==> config.mk <==
export PLATFORM = sky130hd
export DESIGN_NAME = hcsd_stage
export DESIGN_NICKNAME = d
export VERILOG_FILES = /design/src/hdl/hcsd_pkg.sv /design/src/hdl/hcsd_stage.sv
export SDC_FILE = /design/constraint.sdc
export NUM_CORES = 1
export LEC_CHECK = 0
export CAP_MARGIN = 20
export CORE_AREA = 2 2 396 398
export CTS_BUF_LIST = sky130_fd_sc_hd__clkbuf_8
export CTS_CLUSTER_DIAMETER = 200
export DETAILED_ROUTE_END_ITERATION = 6
export DIE_AREA = 0 0 398 400
export DONT_BUFFER_PORTS = 1
export PLACE_DENSITY = 0.42
export SYNTH_ARGS = -nofsm -noshare
export SYNTH_HDL_FRONTEND = slang
export SYNTH_SLANG_ARGS = --single-unit
export TNS_END_PERCENT = 10
==> constraint.sdc <==
create_clock -name clock -period 10.4 [get_ports clock]
set_input_delay 1.04 -clock clock [delete_from_list [all_inputs] [get_ports clock]]
set_output_delay 1.04 -clock clock [all_outputs]
set_load 0.02 [all_outputs]
==> src/hdl/hcsd_pkg.sv <==
`timescale 1ns / 1ps
// ----------------------------------------------------------------------------
// hcsd_pkg
// Types, constants and quarter-round helpers shared by the HChaCha20 subkey
// pipeline.
// ----------------------------------------------------------------------------
package hcsd_pkg;

   typedef logic [31:0] word_type;
   typedef logic [15:0][31:0] state_type;

   // Nonce half-words, low bytes in the low bits.
   typedef struct packed {
      logic [63:0] nonce_bytes_8_to_15;
      logic [63:0] nonce_bytes_0_to_7;
   } req_type;

   typedef struct packed {
      logic [63:0] subkey_bytes_24_to_31;
      logic [63:0] subkey_bytes_16_to_23;
      logic [63:0] subkey_bytes_8_to_15;
      logic [63:0] subkey_bytes_0_to_7;
   } rsp_type;

   // One quarter-round lane
   typedef struct packed {
      word_type a;
      word_type b;
      word_type c;
      word_type d;
   } lane_type;

   localparam int CSR_INDEX_WIDTH = 8;
   localparam int CSR_DATA_WIDTH  = 64;
   localparam int KEY_REGS        = 4;

   localparam logic [CSR_INDEX_WIDTH-1:0] CSR_KEY_BYTES_0_TO_7   = 8'd0;
   localparam logic [CSR_INDEX_WIDTH-1:0] CSR_KEY_BYTES_8_TO_15  = 8'd1;
   localparam logic [CSR_INDEX_WIDTH-1:0] CSR_KEY_BYTES_16_TO_23 = 8'd2;
   localparam logic [CSR_INDEX_WIDTH-1:0] CSR_KEY_BYTES_24_TO_31 = 8'd3;

   localparam word_type SIGMA_0 = 32'h61707865;
   localparam word_type SIGMA_1 = 32'h3320646E;
   localparam word_type SIGMA_2 = 32'h79622D32;
   localparam word_type SIGMA_3 = 32'h6B206574;

   localparam int DOUBLE_ROUNDS = 10;
   // Each round is split into two half quarter-rounds, one per stage.
   localparam int NUM_STAGES    = DOUBLE_ROUNDS * 4;

   localparam int ROT_FIRST_D  = 16;
   localparam int ROT_FIRST_B  = 12;
   localparam int ROT_SECOND_D = 8;
   localparam int ROT_SECOND_B = 7;

   function automatic word_type rotl(input word_type v, input int n);
      return (v << n) | (v >> (32 - n));
   endfunction

   function automatic lane_type qr_first(input lane_type x);
      lane_type r;
      r   = x;
      r.a = r.a + r.b;
      r.d = rotl(r.d ^ r.a, ROT_FIRST_D);
      r.c = r.c + r.d;
      r.b = rotl(r.b ^ r.c, ROT_FIRST_B);
      return r;
   endfunction

   function automatic lane_type qr_second(input lane_type x);
      lane_type r;
      r   = x;
      r.a = r.a + r.b;
      r.d = rotl(r.d ^ r.a, ROT_SECOND_D);
      r.c = r.c + r.d;
      r.b = rotl(r.b ^ r.c, ROT_SECOND_B);
      return r;
   endfunction

endpackage

==> src/hdl/hcsd_stage.sv <==
`timescale 1ns / 1ps
// ----------------------------------------------------------------------------
// hcsd_stage
// One pipeline stage: half of a column or diagonal round on all four lanes,
// with the valid bit registered alongside the state.
// ----------------------------------------------------------------------------
module hcsd_stage #(
   parameter int DIAGONAL    = 0,
   parameter int SECOND_HALF = 0
) (
   input  logic               clock,
   input  logic               reset,
   input  logic               enable,
   input  logic               in_valid,
   input  hcsd_pkg::state_type in_state,
   output logic               out_valid,
   output hcsd_pkg::state_type out_state
);

   logic                valid_ff;
   hcsd_pkg::state_type state_ff;
   hcsd_pkg::state_type state_in;

   always_comb begin
      hcsd_pkg::lane_type lane_in;
      hcsd_pkg::lane_type lane_out;
      logic [3:0] ia;
      logic [3:0] ib;
      logic [3:0] ic;
      logic [3:0] id;
      state_in = in_state;
      for (int q = 0; q < 4; q++) begin
         // diagonal lanes rotate rows 1..3 by one, two and three words
         ia = 4'(q);
         ib = 4'(4 + ((q + DIAGONAL) & 3));
         ic = 4'(8 + ((q + 2 * DIAGONAL) & 3));
         id = 4'(12 + ((q + 3 * DIAGONAL) & 3));
         lane_in.a = in_state[ia];
         lane_in.b = in_state[ib];
         lane_in.c = in_state[ic];
         lane_in.d = in_state[id];
         lane_out = (SECOND_HALF != 0) ? hcsd_pkg::qr_second(lane_in)
                                       : hcsd_pkg::qr_first(lane_in);
         state_in[ia] = lane_out.a;
         state_in[ib] = lane_out.b;
         state_in[ic] = lane_out.c;
         state_in[id] = lane_out.d;
      end
   end

   always_ff @(posedge clock) begin
      if (reset) begin
         valid_ff <= 1'b0;
      end else if (enable) begin
         valid_ff <= in_valid;
      end
   end

   always_ff @(posedge clock) begin
      if (enable) begin
         state_ff <= state_in;
      end
   end

   assign out_valid = valid_ff;
   assign out_state = state_ff;

endmodule

==> flow_summary.yaml <==
synth:
  syn_nets: 3291
  yosys_warnings: 0
  synthTopCellsByCount: "edfxtp_1, xor2_1, ha_1, a21oi_1, xnor2_1"
  synthArstFlopShare_pct: 0
  ys_seq_area_share_pct: 50.8
  synth_area_leaders: "edfxtp_1, ha_1, xor2_1"
  synth_cell_type_count: 80
  synth_top_area_share_pct: 50.7
  ys_seq_elements: 513
  avgSynthCellArea_sq_um: 12.0
  syn_area_sq_um: 30300
  synth_edf_count: 512
  yosys_most_used_dff: "edfxtp_1"
  netlist_instances: 2517
  synth_top_area_cell: "edfxtp_1"
  yosys.cell_count.top_type: "edfxtp_1"
sta:
  maxClockFrequency_mhz: 151
  slew_viol_final: 227
  setup_violations: 0
  tightest_slew_ps: 1640
  max-slew-margin-rel_pct: -9.62
  fin_crit_ps: 6640
  fin_ws_ps: 3760
  fin_crit_sh_pct: 63.8
  tns_ps: 0
  skew_ps: 0
  hold_viol: 0
  rsz0062_at_grt: "false"
placement:
  place_hpwl_um: 131000
  place_congestion: 0.956
  place_inst: 4548
  place_ws_ps: 2770
  port_buffers: 0
critical_path:
  critPathSlowestCell: "o21ai_1"
  arrival_ps: 7180
  cp.required_ps: 10940
  cp_cell_sequence: "ha_1 > o21ai_0 > o21ai_0 > nand3_1 > o211a_1 > o21ai_1 > a21boi_0 > o31ai_1 > a21oi_1 > xnor3_1 > ha_1 > nand3_1 > nor3_1 > nand3_1 > a31oi_1 > o211ai_1 > a21boi_0 > o22ai_1 > xnor2_1 > xor2_1"
  critPathMostFrequentCell: "nand3_1"
  reg2reg_from: "out_valid"
  cp_slowest_stage_delay_ps: 680
  end_kind: "flop"
  cp-start-kind: "primary input"
  cp-startpoint: "in_state[66]"
  crit_type: "primary input to flop"
  cp_max_fo: 5
layout:
  final_util_pct: 22.5
  fillCellCount: 16637
  fin_nets: 3371
  instances_no_fill: 4752
  drive_gt1_share_pct: 6.52
  areaGrowthSynthToFinish_pct: 15.3
routing:
  drtIter0Drc: 1863
  wl_per_cell_um: 32.5
  vias_per_cell: 4.59
  num_vias: 21823
  antenna_left: 0
  routed_wl_um: 154000
  drc: 0
  drt-pass1-iter-count: 5
clocking:
  cts_tree: "done"
  ctsResizeCount: 0
  cts_buffer_depth: 3
  clk_pin_slew_worst_paths_ps: 60
  clkLatencyLatePin_ps: 780
  cts_max_level: 3
  postCtsSetupBuffers: 0
  holdBufCountCts: 0
  cts_sinks: 513
  cts_root_buf: "clkbuf_8"
  cts_made_buffers: 105
floorplan:
  core_sq_um: 155000
  die_w_um: 398
  rows: 145
  dieHeight_um: 400
  die_area_sq_um: 159000
  io_pins: 1029
  initial_core_util_pct: 19.6
job:
  drv_cap: 0
global_routing:
  grt_use_total_pct: 18.5
  antenna_found_initial: 23
  met1_usage_pct: 20.3
  grt_use_met2_pct: 32.2
  grt_pass1_vias: 21765
  grt.met3_usage_pct: 7.20
  grt_max_degree: 514
  grt_pass1_wl_um: 199000
  grt-ovfl-total: 0
  grt-busiest-layer: "met2"
min_path:
  worstHoldStart: "reset"
  hold_path_class: "primary input to flop"
power_and_ir_drop:
  power_density_nw_per_um2: 272
  p_leak_nw: 13.3
  ir_drop_mv: 0.112
  total_power_mw: 9.53
outcome:
  violations: "slew limit"
  status: "complete, but fails checks"
==> stage by stage <==
stage | hold slack (ps) | area, sq um
floorplan | 579 | 30300
global placement | 597 | 32800
detailed placement | 621 | 32800
CTS | 182 | 34900
global route | 219 | 35000
finish | 318 | 35000
==> state kept, by name, indices dropped and copies added (netlist names) <==
register,flops
out_valid,1
out_state,512
==> logic make-up after synthesis <==
logic type | count (synthesis) | share of synthesized area, %
AOI/OAI and AO/OA | 701 | 15.3
muxes | 1 | 0.0330
xor gates and xnor gates | 493 | 14.8
DFF | 513 | 50.8
buffers and inverters | 106 | 1.32
adders and majority gates | 258 | 10.8
and+or+nand+nor | 445 | 7.03
==> layout make-up <==
type                    count  area (sq um)  share of cell area, %
repair buffers              4          30.0                 0.0859
clock inverters            87           684                   1.96
flip-flops and latches    513         15400                   44.0
inverters                  75           282                  0.805
multi-input cells        1898         14500                   41.6
well taps                2058          2570                   7.36
clock buffers             105          1450                   4.13
diodes                     12          30.0                 0.0859
==> routing by layer <==
layer  vias to the layer above  share of wire [%]
met5                         -              0.073
met4                        18                3.3
met3                       194                 10
met2                      1058                 50
met1                     10888                 37
li1                       9665                  -
==> power by group <==
part	internal (mW)	switching, mW
clock	1.18	1.07
combinational	0.953	1.86
sequential	3.21	1.26
total	5.34	4.18
==> path summary, 6_finish.rpt <==
check,depth (start not counted),end,slack [ps]
setup reg to reg,2,out_valid,9650
hold reg to reg,2,out_valid,620
hold / removal,1,out_valid,320
setup / recovery,20,out_state[203],3760
==> critical path, delay by kind of cell <==
family,cells,cell delay (ps)
AO/OA/AOI/OAI,11,3480
AND/OR/NAND/NOR,4,1130
adder cells (fa/ha/maj),2,770
XOR/XNOR,3,740
==> layout by cell type (no fill, tap or decap), drive strengths merged, types with 5 or more instances in the layout <==
cell type    n
edfxtp     512
xor2       313
ha         250
a21oi      210
xnor2      169
nor2       124
a21o       123
o21ai      120
nand2      111
clkbuf     105
inv        102
clkinv      48
nand3       47
o21bai      42
a211oi      35
o21a        33
nor3        29
nand4       27
and3        24
nor2b       21
nand2b      20
o211ai      19
a31oi       17
and2        16
diode       12
o31a        11
o31ai       11
a21boi      10
bufinv       9
or3          8
a211o        8
fa           8
xnor3        6
a41oi        6
a221oi       6
a311oi       5
xor3         5
a2111oi      5
or2          5
(Power assumes the default switching activity.)
